===== src/design/video_palette_pixel_serializer_top_defines.svh =====
// Assertion macros used by the execution stage of the palette pixel serialiser.
// Depends on nothing; expects clk and rst_n in the scope of each use.
`ifndef VIDEO_PALETTE_PIXEL_SERIALIZER_TOP_DEFINES_SVH
`define VIDEO_PALETTE_PIXEL_SERIALIZER_TOP_DEFINES_SVH

// Same-cycle implication, disabled during reset.
`define VPPS_ASSERT_NOW(label, ante, cons, msg) \
    label: assert property (@(posedge clk) disable iff (!rst_n) (ante) |-> (cons)) \
        else $error(msg);

// Next-cycle implication, disabled during reset.
`define VPPS_ASSERT_NXT(label, ante, cons, msg) \
    label: assert property (@(posedge clk) disable iff (!rst_n) (ante) |=> (cons)) \
        else $error(msg);

`endif


===== src/design/vpps_pkg.sv =====
// Types, codes and decode helpers for the palette pixel serialiser.
// No dependencies; imported by the front, execution and top modules.
`timescale 1ns / 1ps

package vpps_pkg;

    typedef struct packed {
        logic [1:0] operation;
        logic       reg_select;
        logic [7:0] data;
    } in_item_t;

    typedef struct packed {
        logic [2:0] colour;
        logic [7:0] read_data;
        logic       redraw;
        logic       bad_mode;
        logic       last;
    } result_t;

    localparam logic [1:0] OP_WRITE  = 2'd0;
    localparam logic [1:0] OP_READ   = 2'd1;
    localparam logic [1:0] OP_PIXELS = 2'd2;
    localparam logic [1:0] OP_NONE   = 2'd3;

    localparam logic [3:0] PAL_XOR    = 4'h7;
    localparam logic [7:0] READ_VALUE = 8'hFE;

    typedef enum logic [1:0] {
        CMD_CTRL_WR,
        CMD_PAL_WR,
        CMD_READ,
        CMD_PIXELS
    } cmd_kind_t;

    typedef struct packed {
        cmd_kind_t  kind;
        logic [7:0] data;
    } cmd_t;

    typedef enum logic [1:0] {
        BPP_1,
        BPP_2,
        BPP_4,
        BPP_8
    } bpp_t;

    // Bits per pixel from control bits [4:2].
    function automatic bpp_t bpp_decode(input logic [7:0] ctrl);
        bpp_t b;
        unique case (ctrl[3:2])
            2'd0:    b = ctrl[4] ? BPP_8 : BPP_4;
            2'd1:    b = ctrl[4] ? BPP_4 : BPP_2;
            2'd2:    b = ctrl[4] ? BPP_2 : BPP_1;
            default: b = ctrl[4] ? BPP_1 : BPP_4;
        endcase
        return b;
    endfunction

endpackage


===== src/design/vpps_fifo.sv =====
// Small synchronous queue of WIDTH-bit entries.
// No package dependencies; used for the command and result queues.
`timescale 1ns / 1ps

module vpps_fifo #(
    parameter int WIDTH = 8,
    parameter int DEPTH = 2
) (
    input  logic             clk,
    input  logic             rst_n,
    input  logic             wr_en,
    input  logic [WIDTH-1:0] wr_data,
    output logic             full,
    input  logic             rd_en,
    output logic [WIDTH-1:0] rd_data,
    output logic             empty
);
    localparam int AW = (DEPTH > 1) ? $clog2(DEPTH) : 1;
    localparam int CW = $clog2(DEPTH + 1);

    logic [WIDTH-1:0] mem [DEPTH];
    logic [AW-1:0]    wr_ptr_reg, wr_ptr_next;
    logic [AW-1:0]    rd_ptr_reg, rd_ptr_next;
    logic [CW-1:0]    count_reg, count_next;
    logic             do_wr, do_rd;

    assign full    = (count_reg == CW'(DEPTH));
    assign empty   = (count_reg == '0);
    assign do_wr   = wr_en && !full;
    assign do_rd   = rd_en && !empty;
    assign rd_data = mem[rd_ptr_reg];

    always_comb
    begin
        wr_ptr_next = wr_ptr_reg;
        rd_ptr_next = rd_ptr_reg;
        if (do_wr)
        begin
            wr_ptr_next = (wr_ptr_reg == AW'(DEPTH - 1)) ? '0 : wr_ptr_reg + 1'b1;
        end
        if (do_rd)
        begin
            rd_ptr_next = (rd_ptr_reg == AW'(DEPTH - 1)) ? '0 : rd_ptr_reg + 1'b1;
        end
        unique case ({do_wr, do_rd})
            2'b10:   count_next = count_reg + 1'b1;
            2'b01:   count_next = count_reg - 1'b1;
            default: count_next = count_reg;
        endcase
    end

    always_ff @(posedge clk or negedge rst_n)
    begin
        if (!rst_n)
        begin
            wr_ptr_reg <= '0;
            rd_ptr_reg <= '0;
            count_reg  <= '0;
        end
        else
        begin
            wr_ptr_reg <= wr_ptr_next;
            rd_ptr_reg <= rd_ptr_next;
            count_reg  <= count_next;
        end
    end

    always_ff @(posedge clk)
    begin
        if (do_wr)
        begin
            mem[wr_ptr_reg] <= wr_data;
        end
    end

endmodule


===== src/design/vpps_front.sv =====
// Input stage: takes transactions, classifies them into commands, drops
// undefined operations. Depends on vpps_pkg.
`timescale 1ns / 1ps

module vpps_front (
    input  logic               clk,
    input  logic               rst_n,
    input  logic               push,
    output logic               full,
    input  vpps_pkg::in_item_t item,
    output logic               cmd_wr,
    output vpps_pkg::cmd_t     cmd,
    input  logic               cmd_full
);
    import vpps_pkg::*;

    logic valid_reg, valid_next;
    cmd_t cmd_reg, cmd_next;
    logic accept, keep;

    assign full   = valid_reg && cmd_full;
    assign cmd_wr = valid_reg && !cmd_full;
    assign accept = push && !full;
    assign cmd    = cmd_reg;

    always_comb
    begin
        cmd_next.data = item.data;
        keep          = 1'b1;
        unique case (item.operation)
            OP_WRITE:  cmd_next.kind = item.reg_select ? CMD_PAL_WR : CMD_CTRL_WR;
            OP_READ:   cmd_next.kind = CMD_READ;
            OP_PIXELS: cmd_next.kind = CMD_PIXELS;
            OP_NONE:
            begin
                cmd_next.kind = CMD_PIXELS;
                keep          = 1'b0;
            end
        endcase
    end

    always_comb
    begin
        priority if (accept)
        begin
            valid_next = keep;
        end
        else if (cmd_wr)
        begin
            valid_next = 1'b0;
        end
        else
        begin
            valid_next = valid_reg;
        end
    end

    always_ff @(posedge clk or negedge rst_n)
    begin
        if (!rst_n)
        begin
            valid_reg <= 1'b0;
        end
        else
        begin
            valid_reg <= valid_next;
        end
    end

    always_ff @(posedge clk)
    begin
        if (accept)
        begin
            cmd_reg <= cmd_next;
        end
    end

endmodule


===== src/design/vpps_back.sv =====
// Execution stage: holds palette, control and flash state, runs commands
// in order, emitting one result per cycle while a command waits and the
// result queue has room. Uses vpps_pkg and the assertion macros header.
`timescale 1ns / 1ps

`include "video_palette_pixel_serializer_top_defines.svh"

module vpps_back (
    input  logic              clk,
    input  logic              rst_n,
    input  logic              cmd_valid,
    input  vpps_pkg::cmd_t    cmd,
    output logic              cmd_pop,
    input  logic              res_full,
    output logic              res_wr,
    output vpps_pkg::result_t result
);
    import vpps_pkg::*;

    logic [3:0] pal_reg [16];
    logic [7:0] ctrl_reg;
    logic       flash_reg;
    logic [2:0] idx_reg, idx_next;

    bpp_t       bpp;
    logic [2:0] last_idx;
    logic [7:0] sh;
    logic [3:0] logical;
    logic [3:0] pal_addr;
    logic [3:0] ph;
    logic [3:0] pal_new;
    logic       go;

    assign bpp     = bpp_decode(ctrl_reg);
    assign sh      = cmd.data << idx_reg;
    assign pal_new = cmd.data[3:0] ^ PAL_XOR;
    assign go      = cmd_valid && !res_full;
    assign res_wr  = go;
    assign cmd_pop = go && result.last;

    always_comb
    begin
        unique case (bpp)
            BPP_1:
            begin
                last_idx = 3'd7;
                logical  = {4{sh[7]}};
            end
            BPP_2:
            begin
                last_idx = 3'd3;
                logical  = {sh[7], 1'b0, sh[3], 1'b0};
            end
            BPP_4:
            begin
                last_idx = 3'd1;
                logical  = {sh[7], sh[5], sh[3], sh[1]};
            end
            BPP_8:
            begin
                last_idx = 3'd0;
                logical  = {sh[7], sh[5], sh[3], sh[1]};
            end
        endcase
    end

    // single palette read port, shared by pixel lookup and write compare
    assign pal_addr = (cmd.kind == CMD_PAL_WR) ? cmd.data[7:4] : logical;
    assign ph       = pal_reg[pal_addr];

    always_comb
    begin
        result      = '0;
        result.last = 1'b1;
        unique case (cmd.kind)
            CMD_CTRL_WR: result.redraw = (flash_reg != cmd.data[0]);
            CMD_PAL_WR:  result.redraw = (ph != pal_new);
            CMD_READ:    result.read_data = READ_VALUE;
            CMD_PIXELS:
            begin
                if (bpp == BPP_8)
                begin
                    result.bad_mode = 1'b1;
                end
                else
                begin
                    result.colour = ph[2:0] ^ {3{ph[3] & flash_reg}};
                    result.last   = (idx_reg == last_idx);
                end
            end
        endcase
    end

    always_comb
    begin
        idx_next = idx_reg;
        if (go && cmd.kind == CMD_PIXELS)
        begin
            idx_next = result.last ? 3'd0 : idx_reg + 3'd1;
        end
    end

    always_ff @(posedge clk or negedge rst_n)
    begin
        if (!rst_n)
        begin
            for (int i = 0; i < 16; i++)
            begin
                pal_reg[i] <= '0;
            end
            ctrl_reg  <= '0;
            flash_reg <= 1'b0;
            idx_reg   <= '0;
        end
        else
        begin
            idx_reg <= idx_next;
            if (go && cmd.kind == CMD_CTRL_WR)
            begin
                ctrl_reg  <= cmd.data;
                flash_reg <= cmd.data[0];
            end
            if (go && cmd.kind == CMD_PAL_WR)
            begin
                pal_reg[cmd.data[7:4]] <= pal_new;
            end
        end
    end

    `VPPS_ASSERT_NOW(a_idx_only_pixels, idx_reg != 3'd0, cmd_valid && cmd.kind == CMD_PIXELS, "pixel index set outside a screen byte")
    `VPPS_ASSERT_NOW(a_idx_range, cmd_valid && cmd.kind == CMD_PIXELS, idx_reg <= last_idx, "pixel index beyond last pixel")
    `VPPS_ASSERT_NOW(a_pop_on_last, cmd_pop, res_wr && result.last, "command retired without its final result")
    `VPPS_ASSERT_NXT(a_idx_hold, cmd_valid && res_full, $stable(idx_reg), "pixel index moved while stalled")

endmodule


===== src/design/video_palette_pixel_serializer_top.sv =====
// Top level of the palette pixel serialiser: front stage, command queue,
// execution stage and result queue. Depends on vpps_pkg and all submodules.
//
// Usage. Input transactions (operation, reg_select, data) are offered with
// push and taken at a clock edge where push is high and full is low. Results
// (colour, read_data, redraw, bad_mode, last) wait in a queue; the oldest is
// shown while empty is low and is taken when pop is high.
// A register write or read gives one result; a screen byte gives 8, 4 or 2
// pixel results, one per cycle unless the result queue is full, the final
// one with last set, or a single bad_mode result under the 8-bit setting.
// Operation 3 gives no result. Inputs pass the front stage register and
// the command queue, results the result queue. Throughput: one result per
// cycle while a command waits and the result queue has room; the
// execution stage's single palette read port sets this. Inputs are taken
// every cycle while the command queue has room.
// Reset clears palette, control, flash and all queues.
// If the receiver stops popping, the result queue fills, the execution stage
// halts mid-byte, then the command queue fills and full rises.
`timescale 1ns / 1ps

module video_palette_pixel_serializer_top #(
    parameter int CMD_DEPTH = 2,
    parameter int RES_DEPTH = 2
) (
    input  logic              clk,
    input  logic              rst_n,
    input  logic              push,
    output logic              full,
    input  vpps_pkg::in_item_t item,
    output logic              empty,
    input  logic              pop,
    output vpps_pkg::result_t result
);
    import vpps_pkg::*;

    logic    fe_cmd_wr;
    cmd_t    fe_cmd;
    logic    cmd_full, cmd_empty, cmd_pop;
    logic [$bits(cmd_t)-1:0] cmd_rd_data;
    cmd_t    be_cmd;
    logic    res_full, res_wr;
    result_t be_result;
    logic [$bits(result_t)-1:0] res_rd_data;

    vpps_front u_front (
        .clk      (clk),
        .rst_n    (rst_n),
        .push     (push),
        .full     (full),
        .item     (item),
        .cmd_wr   (fe_cmd_wr),
        .cmd      (fe_cmd),
        .cmd_full (cmd_full)
    );

    vpps_fifo #(
        .WIDTH ($bits(cmd_t)),
        .DEPTH (CMD_DEPTH)
    ) u_cmd_q (
        .clk     (clk),
        .rst_n   (rst_n),
        .wr_en   (fe_cmd_wr),
        .wr_data (fe_cmd),
        .full    (cmd_full),
        .rd_en   (cmd_pop),
        .rd_data (cmd_rd_data),
        .empty   (cmd_empty)
    );

    assign be_cmd = cmd_t'(cmd_rd_data);

    vpps_back u_back (
        .clk       (clk),
        .rst_n     (rst_n),
        .cmd_valid (!cmd_empty),
        .cmd       (be_cmd),
        .cmd_pop   (cmd_pop),
        .res_full  (res_full),
        .res_wr    (res_wr),
        .result    (be_result)
    );

    vpps_fifo #(
        .WIDTH ($bits(result_t)),
        .DEPTH (RES_DEPTH)
    ) u_res_q (
        .clk     (clk),
        .rst_n   (rst_n),
        .wr_en   (res_wr),
        .wr_data (be_result),
        .full    (res_full),
        .rd_en   (pop),
        .rd_data (res_rd_data),
        .empty   (empty)
    );

    assign result = result_t'(res_rd_data);

endmodule

===== config.mk =====
export PLATFORM = sky130hd
export DESIGN_NAME = video_palette_pixel_serializer_top
export DESIGN_NICKNAME = d
export VERILOG_FILES = /design/src/design/vpps_pkg.sv /design/src/design/vpps_fifo.sv /design/src/design/vpps_front.sv /design/src/design/vpps_back.sv /design/src/design/video_palette_pixel_serializer_top.sv
export VERILOG_INCLUDE_DIRS = /design/src /design/src/design
export SDC_FILE = /design/constraint.sdc
export NUM_CORES = 1
export LEC_CHECK = 0
export BUFFER_PORTS_ARGS = -buffer_cell sky130_fd_sc_hd__buf_2
export CELL_PAD_IN_SITES_DETAIL_PLACEMENT = 1
export CELL_PAD_IN_SITES_GLOBAL_PLACEMENT = 2
export CORE_ASPECT_RATIO = 0.6
export CORE_MARGIN = 5
export CORE_UTILIZATION = 43
export CTS_CLUSTER_DIAMETER = 100
export DETAILED_ROUTE_END_ITERATION = 8
export GPL_ROUTABILITY_DRIVEN = 1
export GPL_TIMING_DRIVEN = 0
export PLACE_DENSITY_LB_ADDON = 0.1
export SKIP_CTS_REPAIR_TIMING = 1
export SYNTH_ARGS = -nofsm -noshare
export SYNTH_HDL_FRONTEND = slang
export SYNTH_HIERARCHICAL = 1
export SYNTH_SLANG_ARGS = --single-unit

===== constraint.sdc =====
create_clock -name clk -period 4.75 [get_ports clk]
set_clock_uncertainty 0.05 [all_clocks]
set_input_delay 0.475 -clock clk [delete_from_list [all_inputs] [get_ports clk]]
set_output_delay 0.475 -clock clk [all_outputs]
set_load 0.1 [all_outputs]

==> results of run 1 <==
==> cells in the final DEF, fill, tap and decap left out, drive strengths merged, types with 8 or more instances in the layout <==
master	n
o21ai	54
nor2b	8
a211oi	18
nor4	13
dfrtp	80
clkbuf	35
inv	10
mux2	48
nor2	21
nand2	79
and3	19
edfxtp	58
xnor2	14
a21oi	9
mux2i	8
buf	51
==> stage by stage <==
step           area [um2]  util [%]  hold WS [ps]
5_1_grt              7900      50.9          22.8
4_1_cts              7900      50.9         -3.22
2_1_floorplan        6850         -           129
3_5_place_dp         7280      47.0           387
6_report             7900      50.9         -9.53
3_3_place_gp         7250      46.8           372
==> per-layer routing <==
| layer | routed length, um | vias to the layer above | GRT usage [%] |
|---|---|---|---|
| met1 | 9260 | 2394 | 31.1 |
| li1 | - | 2177 | - |
| met5 | 0 | - | 0 |
| met4 | 159 | 0 | 4.44 |
| met3 | 1300 | 14 | 6.53 |
| met2 | 7630 | 119 | 29.4 |
==> critical path, stage by stage (launching register included) <==
cell and delay [ps]:
sky130_fd_sc_hd__dfrtp_1 350, sky130_fd_sc_hd__buf_4 200, sky130_fd_sc_hd__mux2_2 370, sky130_fd_sc_hd__clkbuf_1 300, sky130_fd_sc_hd__mux2i_1 330, sky130_fd_sc_hd__nor3b_1 110
sky130_fd_sc_hd__o311ai_1 770, sky130_fd_sc_hd__nand4bb_4 270, sky130_fd_sc_hd__a211oi_1 750, sky130_fd_sc_hd__nor4_4 120, sky130_fd_sc_hd__xnor2_1 170, sky130_fd_sc_hd__o31ai_2 270
sky130_fd_sc_hd__a311oi_2 140
==> worst max-delay path by stage <==
stage                     depth (start not counted)           endpoint                from
after floorplan                                  13  u_res_q/mem[0][2]  u_cmd_q/rd_ptr_reg
after global placement                           13  u_res_q/mem[0][2]  u_cmd_q/rd_ptr_reg
after detailed placement                         12  u_res_q/mem[0][2]  u_cmd_q/rd_ptr_reg
after CTS                                        12  u_res_q/mem[1][2]  u_cmd_q/rd_ptr_reg
after global routing                             12  u_res_q/mem[1][2]  u_cmd_q/rd_ptr_reg
final                                            12  u_res_q/mem[1][2]  u_cmd_q/rd_ptr_reg
==> cell families (layout without fill, tap and decap cells) <==
| family | after synthesis | in the layout | share of synthesized area, % |
|---|---|---|---|
| and+or+nand+nor | 169 | 169 | 13.0 |
| buffers and inverters | 43 | 106 | 5.12 |
| xor gates and xnor gates | 21 | 21 | 2.69 |
| adders and majority gates | 3 | 3 | 0.548 |
| AOI/OAI and AO/OA | 128 | 128 | 13.7 |
| muxes | 58 | 58 | 10.3 |
| other | 1 | 1 | 0.0548 |
| DFF | 138 | 138 | 54.7 |
==> final cells by class <==
| type | instances | share of cell area [%] |
|---|---|---|
| timing repair buffer | 31 | 2.28 |
| sequential | 138 | 47.4 |
| inverter | 5 | 0.238 |
| buffer | 38 | 4.20 |
| clock inverter | 15 | 2.41 |
| tap | 203 | 3.22 |
| multi-input combinational | 380 | 34.9 |
| clock buffer | 17 | 5.39 |
==> results.txt, run 1 <==
----------------------------------------------------
[Outcome]
  Result of the run ... finished, violations left
  Failing checks ... hold timing

[Global routing]
  Largest net degree at the start of global routing ... 44
  Wire length of the first global-routing pass ... 29.5 mm
  Number of global-route vias before repair ... 4977
  GRT overflow ... 0
  Global-route total usage across every layer ... 20.8%
  Number of antenna violations at the first check in global routing ... 0

[Synth]
  Post-synth ARST share ... 58.0%
  Per-instance average area after synthesis ... 12.2 um2
  Syn_nets ... 579
  Syn Inst Count ... 561
  Primary FF master, synth ... sky130_fd_sc_hd__dfrtp_1
  Netlist area before placement ... 0.00685 mm2
  Cell types occupying the most area after synthesis ... sky130_fd_sc_hd__dfrtp_1 (29%), sky130_fd_sc_hd__edfxtp_1 (25%), sky130_fd_sc_hd__mux2_2 (5.9%)
  Top-area cell type share of the netlist area ... 29.2%
  Most instantiated library cell after synthesis ... sky130_fd_sc_hd__dfrtp_1
  Most used standard cells in the synthesized netlist ... sky130_fd_sc_hd__dfrtp_1 (80), sky130_fd_sc_hd__nand2_1 (79), sky130_fd_sc_hd__edfxtp_1 (58)
  Number of synthesized register bits ... 138
  Largest area contributor in the synthesized netlist ... sky130_fd_sc_hd__dfrtp_1
  Warnings, synthesis ... 6
  Yosys cell types ... 75
  Portion of the post-synthesis area used by sequential elements ... 54.7%
  Number of enable flip-flop cells after synthesis ... 58

[Clock network]
  Clk slew on worst S/H paths ... 70 ps
  Clock insertion delay at the later pin of the skew report ... 420 ps
  Num CTS Buffers ... 17
  H-Tree Level Count ... 4
  CTS tree ... done
  Clock root buffer ... sky130_fd_sc_hd__clkbuf_16
  Max Root-Sink Buffers ... 2
  Clock net sink count ... 138

[Timing]
  Number of hold violations in the final report ... 14
  Setup TNS ... 0 ps
  Worst setup margin ... 258 ps
  Transition time of the tightest slew-check pin ... 1200 ps
  Setup repair after global routing missed its margin ... false
  Number of endpoints failing setup at the final stage ... 0
  Slew margin rel. ... 19.4%
  Final period utilization ... 94.6%
  Final Critical Period ... 4490 ps
  Number of pins exceeding their max-slew limit in the final report ... 0
  WHS ... -9.53 ps
  Maximum clock rate ... 223 MHz

[Place]
  Setup slack after placement ... 295 ps
  Placed instance count ... 795
  Port buffer count ... 30
  Routability congestion estimate ... 0.921
  HPWL after detailed placement ... 13.3 mm

[Final layout]
  Layout area overhead ... 15.3%
  Net count, final ... 629
  Number of inserted diodes ... 0
  Reg area ... 0.00374 mm2
  Fin cells ... 827
  Area of the multi-input gates ... 0.00275 mm2
  Fill count ... 1632
  Max reg flops ... 64
  Ratio of cells with drive above 1 in the final layout ... 27.4%

[Worst setup path]
  Startpoint types ... register
  Arrival @ worst endpoint ... 4580 ps
  Worst reg2reg setup slack ... 260 ps
  FF-to-FF End ... u_res_q/mem[1][2]
  Number of cells on the worst reg-to-reg path ... 12
  Endpoint required time on the critical path ... 4840 ps
  Critical path peak fanout ... 10
  Type of the setup path with the least slack ... reg -> reg
  Type of element capturing the critical path ... register
  Worst reg2reg startpoint ... u_cmd_q/rd_ptr_reg

[Detailed routing]
  Antenna-violating nets left ... 0
  Violation count after the first detailed-route iteration ... 265
  Vias/cell ... 5.69
  Routed length per placed instance ... 22.2 um
  Number of remaining DRC errors ... 0
  Total wire length ... 18.4 mm
  Via total after detailed routing ... 4704
  First drt pass iteration count ... 4

[Floorplan]
  Starting utilization of the core area ... 44.2%
  Die Span X ... 173 um
  Total die area ... 0.0186 mm2
  Boundary Pins ... 31
  CORE AREA ... 0.0155 mm2
  Row count ... 35
  Die height ... 108 um

[Worst hold path]
  Worst hold path type ... in -> async

[Job]
  Number of maximum-capacitance constraint violations ... 0

----------------------------------------------------
Power of run 1 is left out: the tool's default activity adds up to more than one toggle a clock period on the data nets, which glitch-free logic cannot reach.
==> inputs of run 2 (changes only) <==
BUFFER_PORTS_ARGS = default   (was -buffer_cell sky130_fd_sc_hd__buf_2)
CORE_UTILIZATION = 45   (was 43)
DONT_BUFFER_PORTS = 1   (was default)
==> results.txt, run 2 (synthesized netlist as in run 1, its figures left out) <==
----------------------------------------------------
[Outcome]
  Result of the run ... finished clean

[Floorplan]
  Boundary Pins ... 31 (unchanged)
  Row count ... 34 (-2.9%)
  Starting utilization of the core area ... 46.5% (+2.4 points)
  Total die area ... 0.0179 mm2 (-4.1%)
  CORE AREA ... 0.0147 mm2 (-5.1%)
  Die height ... 106 um (-2.0%)
  Die Span X ... 169 um (-2.1%)

[Clock network]
  Clk slew on worst S/H paths ... 60 ps (about the same)
  Max Root-Sink Buffers ... 2 (unchanged)
  H-Tree Level Count ... 4 (unchanged)
  Num CTS Buffers ... 17 (unchanged)
  Clock root buffer ... sky130_fd_sc_hd__clkbuf_16
  Clock insertion delay at the later pin of the skew report ... 420 ps (about the same)
  Clock net sink count ... 138 (unchanged)
  CTS tree ... done

[Worst setup path]
  Type of element capturing the critical path ... register
  Crit path buf inv count ... 3 (+1)
  Kind of cell with the highest combined delay on the critical path ... simple AND/OR/NAND/NOR gates
  FF-to-FF End ... u_res_q/mem[0][11]
  Worst reg2reg setup slack ... 150 ps (-100 ps)
  Number of cells on the worst reg-to-reg path ... 13 (+1)
  Delay of the slowest cell on the worst path ... 590 ps (-180 ps)
  Critical path peak fanout ... 10 (unchanged)
  Endpoint required time on the critical path ... 4840 ps (about the same)
  Type of the setup path with the least slack ... reg -> reg
  Arrival @ worst endpoint ... 4680 ps (+100 ps)
  Ordered list of cells on the worst path ... buf_4, mux2_2, clkbuf_1, mux2i_1, mux4_2, o21ai_2, clkbuf_8, nor3_1, nor4_1, nor4_2, nand2b_2, xnor2_1, nor2_1
  Startpoint types ... register
  Worst reg2reg startpoint ... u_cmd_q/rd_ptr_reg
  Max stage delay cell, worst path ... sky130_fd_sc_hd__o21ai_2

[Final layout]
  Net count, final ... 602 (-4.3%)
  Ratio of cells with drive above 1 in the final layout ... 24.1% (-3.3 points)
  Finished Core Util ... 52.9% (+2.0 points)
  Max reg flops ... 64 (unchanged)
  Most frequent standard cell in the layout excluding fill and tap cells ... sky130_fd_sc_hd__dfrtp_1
  Commonest cells after routing, fill and taps aside ... sky130_fd_sc_hd__dfrtp_1 (80), sky130_fd_sc_hd__nand2_1 (79), sky130_fd_sc_hd__edfxtp_1 (58), sky130_fd_sc_hd__o21ai_0 (53), sky130_fd_sc_hd__mux2_2 (36)
  Layout area overhead ... 13.8%
  Number of inserted diodes ... 0 (unchanged)

[Timing]
  Number of endpoints failing setup at the final stage ... 0 (unchanged)
  Slew margin rel. ... 20.8% (+1.3 points)
  Final period utilization ... 96.8% (+2.2 points)
  Setup TNS ... 0 ps (unchanged)
  Maximum clock rate ... 218 MHz (-2.3%)
  Number of pins exceeding their max-slew limit in the final report ... 0 (unchanged)
  WHS ... 93.0 ps (+103 ps)
  Number of hold violations in the final report ... 0 (-14)
  Final Critical Period ... 4600 ps (+104 ps)
  Setup repair after global routing missed its margin ... false
  Transition time of the tightest slew-check pin ... 1180 ps (-20.0 ps)

[Detailed routing]
  WL met3 ... 1.38 mm (+5.8%)
  Vias/cell ... 5.82 (+2.3%)
  Number of remaining DRC errors ... 0 (unchanged)
  Routed length per placed instance ... 23.0 um (+3.5%)
  First drt pass iteration count ... 5 (+1)
  Metal-1 WL ... 9.01 mm (-2.7%)
  Met2 WL ... 7.72 mm (+1.1%)
  Total wire length ... 18.3 mm (-0.49%)
  Via total after detailed routing ... 4625 (-1.7%)
  Antenna-violating nets left ... 0 (unchanged)
  Topmost layer with routed signal wires ... met4
  Violation count after the first detailed-route iteration ... 311 (+17%)

[Place]
  HPWL after detailed placement ... 13.1 mm (-2.1%)
  Routability congestion estimate ... 0.903 (-2.0%)
  Port buffer count ... 0 (-100%)

[Global routing]
  Largest net degree at the start of global routing ... 81 (+84%)
  Number of global-route vias before repair ... 4939 (-0.76%)
  Global-route total usage across every layer ... 21.5% (+0.71 points)
  Number of antenna violations at the first check in global routing ... 0 (unchanged)
  GRT overflow ... 0 (unchanged)
  Wire length of the first global-routing pass ... 29.0 mm (-1.5%)

[Worst hold path]
  Worst hold path depth ... 0
  Hold Path Sink ... u_front/cmd[4]
  Worst hold path type ... in -> reg
  Launch instance of the worst min-delay path ... item[4]

[Job]
  Number of maximum-capacitance constraint violations ... 0 (unchanged)

----------------------------------------------------
==> run 2: changes by cell type in the layout (fill, tap and decap cells not counted), sizes merged <==
cell,change
inv,+1
clkbuf,+1
clkinv,-2
buf,-28
dlygate4sd3,+1
==> run 2: metal layers <==
layer | vias up | GRT usage, %
li1 | 2109 | -
met1 | 2367 | 32.4
met2 | 133 | 29.9
met3 | 16 | 7.26
met4 | 0 | 4.71
met5 | - | 0
==> run 2: how the worst max path moves through the flow <==
stage                          to  cells past startpoint          startpoint  slack [ps]
2_1_floorplan   u_res_q/mem[0][2]                     13  u_cmd_q/rd_ptr_reg        1180
3_3_place_gp   u_res_q/mem[1][11]                     13  u_cmd_q/rd_ptr_reg         420
3_5_place_dp    u_res_q/mem[1][2]                     12  u_cmd_q/rd_ptr_reg         340
4_1_cts         u_res_q/mem[0][2]                     12  u_cmd_q/rd_ptr_reg         280
5_1_grt        u_res_q/mem[1][12]                     13  u_cmd_q/rd_ptr_reg          70
6_report       u_res_q/mem[0][11]                     13  u_cmd_q/rd_ptr_reg         150
==> run 2: cell type report <==
class                           instances  area, um2
Inverter                                5       18.8
Multi-Input combinational cell        380       2760
Tap cell                              198        248
Sequential cell                       138       3740
Timing Repair Buffer                    4       68.8
Fill cell                            1522       6930
Clock inverter                         14        186
Clock buffer                           18        429
Buffer                                 38        332
==> run 2: through the flow <==
step | area (um2) | setup slack [ps] | cells
2_1_floorplan | 6850 | 1180 | 561
3_3_place_gp | 7090 | 415 | 759
3_5_place_dp | 7130 | 341 | 761
4_1_cts | 7740 | 276 | 793
5_1_grt | 7790 | 74.1 | 795
6_report | 7790 | 154 | 795
==> run 2: worst register-to-register path: stages (launching register included) <==
cell and delay (ps):
sky130_fd_sc_hd__dfrtp_1 390, sky130_fd_sc_hd__buf_4 190, sky130_fd_sc_hd__mux2_2 250, sky130_fd_sc_hd__clkbuf_1 500
sky130_fd_sc_hd__mux2i_1 210, sky130_fd_sc_hd__mux4_2 560, sky130_fd_sc_hd__o21ai_2 590, sky130_fd_sc_hd__clkbuf_8 330
sky130_fd_sc_hd__nor3_1 60, sky130_fd_sc_hd__nor4_1 530, sky130_fd_sc_hd__nor4_2 130, sky130_fd_sc_hd__nand2b_2 260
sky130_fd_sc_hd__xnor2_1 180, sky130_fd_sc_hd__nor2_1 80
Power of run 2 is left out for the same reason.
